### src/rtl/core/ppg_apd_pkg.sv
// ----------------------------------------------------------------------------
// ppg_apd_pkg
// types and constants shared by the adaptive peak detector modules
// ----------------------------------------------------------------------------
package ppg_apd_pkg;

  // configuration port
  localparam int unsigned CFG_INDEX_W = 3;
  localparam int unsigned CFG_DATA_W  = 16;

  // fixed field widths
  localparam int unsigned CAL_W   = 8;
  localparam int unsigned PCT_W   = 7;
  localparam int unsigned GAP_W   = 16;
  localparam int unsigned TIME_W  = 32;
  localparam int unsigned COUNT_W = 9;

  localparam logic [COUNT_W-1:0] COUNT_MAX = 9'd511;

  // register indexes
  typedef enum logic [CFG_INDEX_W-1:0] {
    REG_CAL_COUNT = 3'd0,
    REG_THR_PCT   = 3'd1,
    REG_DECAY_PCT = 3'd2,
    REG_MIN_GAP   = 3'd3,
    REG_MAX_GAP   = 3'd4
  } reg_idx_t;

  // reset values of the registers
  localparam logic [CAL_W-1:0] RESET_CAL_COUNT = 8'd50;
  localparam logic [PCT_W-1:0] RESET_THR_PCT   = 7'd60;
  localparam logic [PCT_W-1:0] RESET_DECAY_PCT = 7'd95;
  localparam logic [GAP_W-1:0] RESET_MIN_GAP   = 16'd300;
  localparam logic [GAP_W-1:0] RESET_MAX_GAP   = 16'd2000;

  // depth of the queue between front and back
  localparam int unsigned QUEUE_DEPTH = 2;

  typedef struct packed {
    logic [CAL_W-1:0] cal_count;
    logic [PCT_W-1:0] thr_pct;
    logic [PCT_W-1:0] decay_pct;
    logic [GAP_W-1:0] min_gap;
    logic [GAP_W-1:0] max_gap;
  } cfg_t;

  // sample class worked out by the front
  typedef struct packed {
    logic calib;
    logic calib_end;
    logic rising;
  } cls_t;

  localparam int unsigned CLS_W = $bits(cls_t);

endpackage

### src/rtl/core/ppg_apd_queue.sv
// ----------------------------------------------------------------------------
// ppg_apd_queue
// short first-in first-out queue between the front and the back
// ----------------------------------------------------------------------------
module ppg_apd_queue #(
  parameter int unsigned WIDTH = 138
) (
  input  logic             clk,
  input  logic             rst,
  input  logic             push,
  input  logic [WIDTH-1:0] din,
  input  logic             pop,
  output logic [WIDTH-1:0] dout,
  output logic             full,
  output logic             empty
);

  import ppg_apd_pkg::*;

  localparam int unsigned PTR_W = (QUEUE_DEPTH > 1) ? $clog2(QUEUE_DEPTH) : 1;
  localparam int unsigned CNT_W = $clog2(QUEUE_DEPTH + 1);

  logic [WIDTH-1:0] mem [QUEUE_DEPTH];
  logic [PTR_W-1:0] wr_ptr;
  logic [PTR_W-1:0] rd_ptr;
  logic [CNT_W-1:0] count;

  assign full  = (count == CNT_W'(QUEUE_DEPTH));
  assign empty = (count == '0);
  assign dout  = mem[rd_ptr];

  // entry storage
  always_ff @(posedge clk) begin
    if (push) begin
      mem[wr_ptr] <= din;
    end
  end

  // pointers and occupancy
  always_ff @(posedge clk) begin
    if (rst) begin
      wr_ptr <= '0;
      rd_ptr <= '0;
      count  <= '0;
    end else begin
      if (push) begin
        wr_ptr <= (wr_ptr == PTR_W'(QUEUE_DEPTH - 1)) ? '0 : wr_ptr + 1'b1;
      end
      if (pop) begin
        rd_ptr <= (rd_ptr == PTR_W'(QUEUE_DEPTH - 1)) ? '0 : rd_ptr + 1'b1;
      end
      if (push && !pop) begin
        count <= count + 1'b1;
      end else if (pop && !push) begin
        count <= count - 1'b1;
      end
    end
  end

endmodule

### config.mk
export PLATFORM = sky130hd
export DESIGN_NAME = ppg_apd_queue
export DESIGN_NICKNAME = d
export VERILOG_FILES = /design/src/rtl/core/ppg_apd_pkg.sv /design/src/rtl/core/ppg_apd_queue.sv
export SDC_FILE = /design/constraint.sdc
export NUM_CORES = 1
export LEC_CHECK = 0
export BUFFER_PORTS_ARGS = -buffer_cell sky130_fd_sc_hd__buf_2
export CAP_MARGIN = 20
export CORE_MARGIN = 1
export CORE_UTILIZATION = 50
export CTS_CLUSTER_SIZE = 12
export DETAILED_ROUTE_END_ITERATION = 10
export PLACE_DENSITY = 0.77
export SLEW_MARGIN = 20
export SYNTH_ARGS = -nofsm -noshare
export SYNTH_HDL_FRONTEND = slang
export SYNTH_SLANG_ARGS = --single-unit
### constraint.sdc
create_clock -name clk -period 10 [get_ports clk]
set_input_delay 0.5 -clock clk [delete_from_list [all_inputs] [get_ports clk]]
set_output_delay 0.5 -clock clk [all_outputs]
set_load 0.02 [all_outputs]
# Word level (Yosys, flattened, before mapping)
# Memory sizes are Yosys's and may differ from the RTL's. A register that Yosys moved wholly into a read port is not among the register bits.
# Cells that the tools add are included.
[word_totals] wordCells=23 ff_bits=4 mem_count=1 ramBits=276 output_inout_bits=140 inputBits=142
[op_classes] n_mux=8 reduce_logical=6 addsub=4 n_eq_ne=1
[mem_list] memory="mem" words=2 width=138 rd=1 rd_ports_with_merged_regs=1 wr=1 line_no="ppg_apd_queue.sv:23" rtl="logic [WIDTH-1:0] mem [QUEUE_DEPTH];"
[ops] operator="1-bit two-way mux" count=6
[ops] operator="2-bit two-way mux" count=2
[ops] operator="1-bit adder (second input constant)" count=2
[ops] operator="2-bit by 1-bit adder with 2-bit output (second input constant)" count=1
[ops] operator="2-bit equality test (second input constant)" count=1
[ops] operator="1-bit logical AND" count=2
[ops] operator="1-bit zero test" count=2
[ops] operator="2-bit zero test" count=1
[ops] operator="2-bit nonzero test" count=1
[ops] operator="2-bit by 1-bit subtractor with 2-bit output (second input constant)" count=1

# Longest topological paths before layout
# Gate-level depths: netlist (run 1).
[depth] ltp_word=4 depth_mapped=5 depth_no_buf=5

# Least setup slack after synthesis (run 1)
# Ideal clock, no wire load.
[synth_path] path_type="input to register" from="in push" to="mem mem[0][0] (enable)" slack_ns=2.871 required_ns=9.346 setup_time_ns=0.654 arrival_time_ns=6.475 path_buffers=0 cell_stages=1 cell_sequence="nor2b_1"
[synth_via] elab_chain_cells=2
[synth_rtl] item="start: declaration" line_no="ppg_apd_queue.sv:10" rtl="input logic push,"
[synth_rtl] item="1-bit two-way mux" line_no="ppg_apd_queue.sv:34" rtl="if (push) begin"
[synth_rtl] item="1-bit two-way mux (implied by the code)" line_no="ppg_apd_queue.sv:35" rtl="mem[wr_ptr] <= din;"
[synth_rtl] item="end: declaration" line_no="ppg_apd_queue.sv:23"
# Every way passes these cells.

==> results.tsv, run 1 <==
stage	metric	value	unit
route	ant_nets	0	
final_layout	mostFrequentLayoutCells	sky130_fd_sc_hd__buf_2 (281), sky130_fd_sc_hd__edfxtp_1 (276), sky130_fd_sc_hd__mux2_2 (138)	
clock_network	htree_levels	1	
hold_path	hp-class	in2reg	
logic_synthesis	synthDominantAreaCellType	sky130_fd_sc_hd__edfxtp_1	
worst_setup_path	worstPathCellList	buf_4 > mux2_2 > buf_2	
floorplan	floorplan.io_pins	282	
clock_network	cts_buffers	28	
worst_setup_path	setup.worst_path.class	reg2out	
route	wl_met1	7.20	mm
pwr	power.share.sequential	53.2	%
floorplan	core_outline_area	19700	µm²
place	gp_congestion	0.802	
timing	setup_ws	6.56	ns
pwr	netSwitchingPower	600	µW
worst_setup_path	highest_net_fanout_along_the_worst_path	80	
place	portBuffers	281	
route	remaining_drc_errors	0	
global_routing	grt_pass1_vias	5508	
worst_setup_path	critical_path.startpoint_type	flop	
timing	setup_violations	0	
global_routing	grt_overflow_total	0	
place	detailedPlace.worstSlack	7.05	ns
logic_synthesis	netlist_top_cells_area	sky130_fd_sc_hd__edfxtp_1 (81%), sky130_fd_sc_hd__mux2_2 (15%), sky130_fd_sc_hd__buf_6 (1.5%), sky130_fd_sc_hd__dfxtp_1 (0.98%), sky130_fd_sc_hd__nor2_1 (0.18%)	
clock_network	postCtsSetupBuffers	0	
logic_synthesis	postSynthRegisterBits	281	
logic_synthesis	avgSynthCellArea	22.6	µm²
route	routedWlPerCell	18.5	µm
floorplan	dieArea	21000	µm²
pwr	power_density	209	nW/µm²
final_layout	area_growth_syn_to_layout	23.8	%
final_layout	final_common_cell	sky130_fd_sc_hd__buf_2	
logic_synthesis	synth.cell_area	10200	µm²
timing	final-max-slew-violation-count	0	
logic_synthesis	yosysWarningCount	0	
worst_setup_path	critical_path.top_delay_family	buffers and inverters	
timing	fin_worst_skew	0.00474	ns
timing	rsz0062_at_grt	false	
clock_network	cts-root-buf	sky130_fd_sc_hd__clkbuf_16	
job	maxCapViolations	0	
place	dp_hpwl	12.7	mm
pwr	leakage	0.00472	µW
route	top_layer_used	met5	
pwr	pwr-share-clk	34.9	%
logic_synthesis	count_of_flip_flops_with_a_built_in_enable_after_synthesis	276	
pwr	internal-power	2040	µW
worst_setup_path	crit_slowest_cell	sky130_fd_sc_hd__buf_4	
timing	tightestPinTransition	1.05	ns
clock_network	clkSinkCount	281	
timing	finalWorstPathRequiredPeriod	3.44	ns
route	route.final.wire_length	19.1	mm
pwr	switch_share	22.8	%
floorplan	die_height	145	µm
worst_setup_path	crit_path_max_incr_delay	0.90	ns
final_layout	post_route_cells_drive_above_1_share	59.8	%
timing	fin_worst_hold_slack	0.168	ns
logic_synthesis	synth.distinct_cells	16	
pwr	total_power	2640	µW
clock_network	worstSkewPairLatency	0.52	ns
logic_synthesis	mappedNetlistNets	594	
clock_network	clockBufferDepth	3	
global_routing	number_of_antenna_violations_at_the_first_check_in_global_routing	4	
timing	layout_worst_path_cycle_share	34.4	%
floorplan	die-width	145	µm
route	detailroute.wirelength.met3	1.49	mm
timing	timing_hold_violations_final	0	
worst_setup_path	worst_setup_path_end_kind	primary output	
final_layout	num-nets-final	894	
route	route.met2.wl	9.95	mm
logic_synthesis	syn-instance-count	451	
timing	slew_headroom	29.9	%
timing	timing.fmax	291	MHz
global_routing	grt_start_max_net_pins	81	
floorplan	start_util	51.8	%
route	routed-via-count	5196	
worst_setup_path	worstPathBufferInverterCount	2	
route	first_pass_iters	4	
timing	setup_tns	0	ns
clock_network	cts_tree	built	
pwr	peakVddDrop	0.000205	V
pwr	pwr-share-comb	11.9	%
worst_setup_path	worstPathArrival	2.94	ns
final_layout	post-route-util	64.1	%
logic_synthesis	async_reset_ff_share	0	%
logic_synthesis	post-synth-top-area-fraction	81.2	%
worst_setup_path	required_time_of_the_worst_setup_path	9.50	ns
global_routing	grt_first_pass_wirelength	29.4	mm
logic_synthesis	dominantRegCellSynth	sky130_fd_sc_hd__edfxtp_1	
global_routing	gr-usage-all-layers	18.0	%
clock_network	holdBufCountCts	0	
clock_network	path_clk_slew	0.06	ns
route	route.detailed.vias_per_inst	5.03	
route	drt_iter0_drc	261	
run_status	outcome	finished, final reports clean	
clock_network	cells_resized_by_post_cts_repair	0	
floorplan	number_of_cell_rows	51	
logic_synthesis	synth-seq-area-share	82.1	%
-- cells in the mapped netlist, drive strengths merged, types with 2 or more instances --
cell type / instances
dfxtp: 5
mux2: 138
xnor2: 2
xor2: 2
buf: 15
edfxtp: 276
nor2: 5
-- cells by family after synthesis --
group	count (synthesis)	synth area share, %
xor gates and xnor gates	4	0.343
muxes	138	15.2
adders and majority gates	1	0.123
buffers and inverters	16	1.63
and+or+nand+nor	9	0.441
AOI/OAI and AO/OA	2	0.0979
DFF	281	82.1
-- state kept, by name (all words and copies together), names as in the netlist, named ones only --
name and flops:
mem 276, wr_ptr 1, count 2, rd_ptr 1
-- through the flow --
stage | std cells | area, µm²
finish | 1034 | 12600
global route | 1033 | 12600
CTS | 1031 | 12600
detailed placement | 986 | 11800
global placement | 986 | 11800
floorplan | 451 | 10200
-- final cells by class --
class | instances | area, µm²
timing repair buffer | 285 | 1440
inverter | 1 | 3.75
fill | 1350 | 7080
multi-input combinational | 154 | 1670
antenna | 3 | 7.51
tap | 265 | 332
sequential | 281 | 8390
clock buffer | 41 | 781
clock inverter | 4 | 20.0
-- power by group through the flow --
stage | Sequential [µW] | Clock, µW | Combinational [µW]
global route | 1410 | 982 | 334
floorplan | 1420 | 0 | 215
detailed placement | 1430 | 0 | 317
global placement | 1420 | 0 | 311
CTS | 1400 | 939 | 319
finish | 1400 | 919 | 315
-- per-layer routing --
metal  vias up  GRT usage, %
met1      2558          21.4
met3        41          5.19
met4         4          6.38
li1       2391             -
met2       202          31.1
met5         -             0
-- final timing paths --
| kind | from | to | slack, ns | depth (start not counted) |
|---|---|---|---|---|
| max | flop | dout[95] | 6.56 | 3 |
| min | din[30] | mem[0][30]$_DFFE_PP_ | 0.17 | 1 |
| max reg2reg | wr_ptr$_SDFFE_PP0P_ | mem[1][2]$_DFFE_PP_ | 7.45 | 2 |
| min reg2reg | count[1]$_SDFFE_PP0P_ | count[1]$_SDFFE_PP0P_ | 0.51 | 2 |
No activity file was read; power rests on OpenSTA's default activity.
==> run 2: changes to the inputs <==
CORE_UTILIZATION = 47   (was 50)
PLACE_DENSITY = 0.76   (was 0.77)
clock period = 2.9 ns   (was 10 ns; I/O delays follow)
==> run 2 against run 1 <==
Net effect:
- combinational power grew to 4.2 times the previous value
- power rose to 3.6 times the previous value
- routed wire length increased by 14%
- worst hold slack better by 0.17 ns
- first-iteration DRC count is 9.2% lower
- final cell count rose by 15%
- design area increased by 12%
- utilization increased by 3.1 points
- sequential power rose to 3.4 times the previous value
- sequential cell count did not move
- clock skew is 0.0046 ns higher
- largest power group unchanged
==> results.tsv, run 2 (synthesis gave the netlist of run 1 again) <==
stage	metric	value	unit
run_status	outcome	finished, final reports clean	
timing	timing_hold_violations_final	0	
timing	finalWorstPathRequiredPeriod	2.00	ns
worst_setup_path	setup_slack_on_the_worst_flop_to_flop_path	1.23	ns
worst_setup_path	setup.worst_path.class	reg2out	
clock_network	htree_levels	1	
timing	rsz0062_at_grt	false	
floorplan	number_of_cell_rows	53	
floorplan	dieArea	22300	µm²
job	maxCapViolations	0	
worst_setup_path	worstPathArrival	1.86	ns
global_routing	gr-usage-all-layers	19.1	%
pwr	peakVddDrop	0.000588	V
timing	final-max-slew-violation-count	0	
final_layout	final_common_cell	sky130_fd_sc_hd__buf_2	
timing	setup_violations	0	
final_layout	layout.cells.non_filler	1192	
worst_setup_path	worst_setup_path_end_kind	primary output	
final_layout	mostFrequentLayoutCells	sky130_fd_sc_hd__buf_2 (281), sky130_fd_sc_hd__edfxtp_1 (276), sky130_fd_sc_hd__dlygate4sd3_1 (142)	
clock_network	cts_tree	built	
clock_network	clockBufferDepth	3	
final_layout	area_growth_syn_to_layout	39.1	%
timing	layout_worst_path_cycle_share	69.0	%
final_layout	largest_register_ff_count	276	
global_routing	number_of_antenna_violations_at_the_first_check_in_global_routing	1	
clock_network	cts_buffers	28	
floorplan	floorplan.io_pins	282	
route	route.detailed.vias_per_inst	4.87	
worst_setup_path	critical_path.startpoint_type	flop	
floorplan	start_util	48.3	%
final_layout	n_fill_cell	1314	
pwr	leakage	0.00537	µW
timing	slew_headroom	60.3	%
place	gp_congestion	0.717	
global_routing	grt_overflow_total	0	
place	dp.cells	999	
floorplan	core_outline_area	21200	µm²
worst_setup_path	required_time_of_the_worst_setup_path	2.76	ns
route	ant_nets	0	
timing	fin_worst_hold_slack	0.337	ns
global_routing	grt_start_max_net_pins	82	
clock_network	path_clk_slew	0.06	ns
timing	setup_tns	0	ns
final_layout	regMostFlops	mem	
route	route.final.wire_length	21.8	mm
timing	tightestPinTransition	0.596	ns
final_layout	reg.largest.list	mem (276), count (2)	
final_layout	num-nets-final	1039	
clock_network	postCtsSetupBuffers	0	
place	dp_hpwl	12.4	mm
route	remaining_drc_errors	0	
place	portBuffers	281	
global_routing	grt_pass1_vias	6378	
floorplan	die_height	149	µm
clock_network	worstSkewPairLatency	0.53	ns
timing	timing.fmax	500	MHz
route	drt_iter0_drc	237	
clock_network	cts-root-buf	sky130_fd_sc_hd__clkbuf_16	
route	routedWlPerCell	18.3	µm
pwr	power_density	670	nW/µm²
hold_path	hp-class	in2reg	
timing	fin_worst_skew	0.00937	ns
final_layout	post_route_cells_drive_above_1_share	50.4	%
route	routed-via-count	5800	
global_routing	grt_first_pass_wirelength	32.3	mm
route	first_pass_iters	4	
clock_network	clkSinkCount	281	
floorplan	die-width	149	µm
worst_setup_path	highest_net_fanout_along_the_worst_path	71	
==> run 2: final timing paths <==
check                                          from                     to  cells after the start
worst min register to register  rd_ptr$_SDFFE_PP0P_    rd_ptr$_SDFFE_PP0P_                      2
worst max-delay path                           flop              dout[114]                      3
worst max register to register  wr_ptr$_SDFFE_PP0P_   mem[1][91]$_DFFE_PP_                      2
worst min-delay path                       din[132]  mem[0][132]$_DFFE_PP_                      2
==> run 2: power by group <==
part           switching, µW  internal (µW)
Clock                   1380           2020
Combinational            733            582
Sequential              62.2           4740
Total                   2180           7340
==> run 2: through the flow <==
| step | setup WS [ns] | utilization, % | area, µm² | total power, µW |
|---|---|---|---|---|
| after floorplan | 0.0878 | - | 10200 | 5620 |
| after global placement | 1.27 | 56.4 | 11900 | 5990 |
| after detailed placement | 1.24 | 56.4 | 11900 | 6040 |
| after CTS | 0.891 | 67.1 | 14200 | 9570 |
| after global routing | 0.835 | 67.2 | 14200 | 9850 |
| final | 0.900 | 67.2 | 14200 | 9520 |
==> run 2: worst max-delay path: stages (launching register included) <==
cell and delay [ns]:
sky130_fd_sc_hd__dfxtp_4 0.37, sky130_fd_sc_hd__buf_12 0.32, sky130_fd_sc_hd__mux2_2 0.40, sky130_fd_sc_hd__buf_2 0.17
==> run 2: metal layers <==
| layer | global-route usage, % | share of wire, % | up-vias |
|---|---|---|---|
| met5 | 0 | 0 | - |
| met4 | 7.30 | 2.7 | 0 |
| met3 | 4.31 | 6.5 | 51 |
| met2 | 36.2 | 54 | 226 |
| met1 | 20.2 | 36 | 2833 |
| li1 | - | - | 2690 |
==> run 2: final cells by class <==
class | count | area (µm²) | area share [%]
antenna | 2 | 5.00 | 0.0352
clock buffer | 46 | 790 | 5.56
clock inverter | 3 | 65.1 | 0.458
inverter | 1 | 3.75 | 0.0264
multi-input combinational | 154 | 1670 | 11.7
sequential | 281 | 8390 | 59.1
tap | 275 | 344 | 2.42
timing repair buffer | 430 | 2940 | 20.7
==> run 2: what timing repair did <==
item / 4_1_cts / 5_1_grt
hold buffers: 142 / 0
gates resized for setup: 0 / 0
endpoints found under the hold margin: 281 / 0
==> run 3: changes to the inputs <==
clock period = 1.79 ns   (was 2.9 ns; I/O delays follow)
==> run 3 against run 2 <==
Net effect:
- the flow now finishes with violations (setup timing)
- clock skew rose by 0.0038 ns
- sequential share of layout area fell by 5.7 points
- power rose by 73%
- utilization rose by 7.2 points
- global-route usage rose by 2.7 points
- design area rose by 11%
- routed wire length rose by 27%
- largest cell class unchanged
- highest routed layer unchanged
==> results.tsv, run 3 (synthesis gave the netlist of run 1 again) <==
stage	metric	value	unit
final_layout	largest_register_ff_count	276	
run_status	outcome	complete, but fails checks	
floorplan	core_outline_area	21200	µm²
worst_setup_path	worstPathCellList	buf_12 > clkbuf_16 > mux2_2 > buf_6	
global_routing	number_of_antenna_violations_at_the_first_check_in_global_routing	1	
worst_setup_path	crit_slowest_cell	sky130_fd_sc_hd__dfxtp_4	
clock_network	htree_levels	1	
floorplan	die-width	149	µm
hold_path	worstHoldStart	push	
timing	fin_worst_skew	0.0132	ns
pwr	peakVddDrop	0.000949	V
clock_network	clockBufferDepth	3	
global_routing	gr-usage-all-layers	21.7	%
route	route.detailed.vias_per_inst	5.14	
job	maxCapViolations	0	
timing	final-max-slew-violation-count	0	
worst_setup_path	required_time_of_the_worst_setup_path	1.70	ns
pwr	power_density	1050	nW/µm²
timing	setup_violations	118	
pwr	total_power	16500	µW
clock_network	worstSkewPairLatency	0.53	ns
final_layout	mostFrequentLayoutCells	sky130_fd_sc_hd__edfxtp_1 (276), sky130_fd_sc_hd__buf_2 (179), sky130_fd_sc_hd__dlygate4sd3_1 (141)	
timing	rsz0062_at_grt	true	
route	first_pass_iters	4	
floorplan	number_of_cell_rows	53	
global_routing	grt_first_pass_wirelength	36.1	mm
final_layout	num-nets-final	1068	
route	remaining_drc_errors	0	
floorplan	floorplan.io_pins	282	
worst_setup_path	crit_path_max_incr_delay	0.40	ns
clock_network	clkSinkCount	281	
place	gp_congestion	0.819	
timing	finalWorstPathRequiredPeriod	1.88	ns
final_layout	regMostFlops	mem	
clock_network	path_clk_slew	0.06	ns
run_status	violations	setup timing	
timing	setup_ws	-0.0891	ns
floorplan	dieArea	22300	µm²
worst_setup_path	worstPathBufferInverterCount	3	
timing	timing.fmax	532	MHz
final_layout	area_growth_syn_to_layout	54.0	%
route	routedWlPerCell	22.6	µm
worst_setup_path	critical_path.top_delay_family	buffers and inverters	
final_layout	post_route_cells_drive_above_1_share	52.3	%
global_routing	grt_pass1_vias	6734	
pwr	leakage	0.00617	µW
route	route.final.wire_length	27.6	mm
worst_setup_path	worstPathArrival	1.79	ns
floorplan	start_util	48.3	%
timing	tightestPinTransition	0.467	ns
worst_setup_path	setup.worst_path.class	reg2out	
final_layout	final_common_cell	sky130_fd_sc_hd__edfxtp_1	
global_routing	grt_start_max_net_pins	77	
clock_network	cts_tree	built	
clock_network	cts_buffers	29	
final_layout	reg.largest.list	mem (276), count (2)	
worst_setup_path	highest_net_fanout_along_the_worst_path	8	
clock_network	cts-root-buf	sky130_fd_sc_hd__clkbuf_16	
worst_setup_path	critical_path.startpoint_type	flop	
place	portBuffers	281	
route	routed-via-count	6260	
route	drt_iter0_drc	358	
final_layout	post-route-util	74.3	%
timing	setup_tns	-5.56	ns
timing	slew_headroom	68.9	%
timing	layout_worst_path_cycle_share	105	%
place	dp_hpwl	13.1	mm
global_routing	grt_overflow_total	0	
hold_path	hp-class	in2reg	
floorplan	die_height	149	µm
worst_setup_path	worst_setup_path_end_kind	primary output	
timing	timing_hold_violations_final	0	
worst_setup_path	regToRegStartpoint	wr_ptr$_SDFFE_PP0P_	
route	ant_nets	0	
[run 3: cell count changes in the layout (fill, tap and decap cells not counted), moves of 2 or more]
cell,before,now
sky130_fd_sc_hd__buf_12,5,10
sky130_fd_sc_hd__buf_16,0,9
sky130_fd_sc_hd__buf_2,281,179
sky130_fd_sc_hd__buf_4,2,17
sky130_fd_sc_hd__buf_6,0,94
sky130_fd_sc_hd__clkbuf_1,17,11
sky130_fd_sc_hd__clkbuf_16,29,36
sky130_fd_sc_hd__clkbuf_8,0,2
sky130_fd_sc_hd__clkinv_1,0,4
sky130_fd_sc_hd__mux2_2,138,55
sky130_fd_sc_hd__mux2_4,0,83
[run 3: path summary, 6_finish.rpt]
kind / end / cells past startpoint / slack (ns)
worst max-delay path: dout[3] / 4 / -0.09
worst min-delay path: count[0]$_SDFFE_PP0P_ / 4 / 0.07
worst max register to register: mem[1][67]$_DFFE_PP_ / 2 / 0.38
worst min register to register: count[1]$_SDFFE_PP0P_ / 2 / 0.51
[run 3: area by class of cell]
class                      instances  area [µm²]
inverter                           1        3.75
fill                            1132        5430
clock inverter                     7        80.1
clock buffer                      42         795
multi-input combinational        154        1980
tap                              275         344
antenna                            1        2.50
sequential                       281        8390
timing repair buffer             458        4130
[run 3: where the power goes]
part | switching, µW | internal, µW
logic | 1440 | 1580
clock network | 2310 | 3320
registers | 125 | 7680
[run 3: worst reg2reg max path, cell delays in order, from the launching register on]
cell                      delay [ns]
sky130_fd_sc_hd__dfxtp_2        0.37
sky130_fd_sc_hd__and2_4         0.46
sky130_fd_sc_hd__buf_12         0.27
[run 3: per-stage QoR]
step | hold WS, ns | cell area [µm²] | instances | setup WS (ns)
after floorplan | 0.154 | 10200 | 451 | -1.00
after global placement | 0.277 | 12000 | 1007 | 0.405
after detailed placement | 0.281 | 12000 | 1007 | 0.385
after CTS | 0.0589 | 14800 | 1208 | -0.113
after global routing | 0.113 | 15700 | 1219 | -0.140
final | 0.0735 | 15700 | 1219 | -0.0891
[run 3: what timing repair did]
| item | in CTS | in global routing |
|---|---|---|
| setup buffers | 4 | 0 |
| setup endpoints to repair | 138 | 138 |
| gates cloned | 7 | 10 |
| hold endpoints to repair | 281 | 0 |
| hold buffers | 141 | 0 |
| resized for setup | 77 | 221 |
[run 3: per-layer routing]
metal,track usage [%],routed length (µm),vias up
li1,-,-,2743
met1,25.3,10100,3165
met2,39.7,15000,286
met3,3.91,1630,66
met4,7.81,847,0
met5,0,0,-
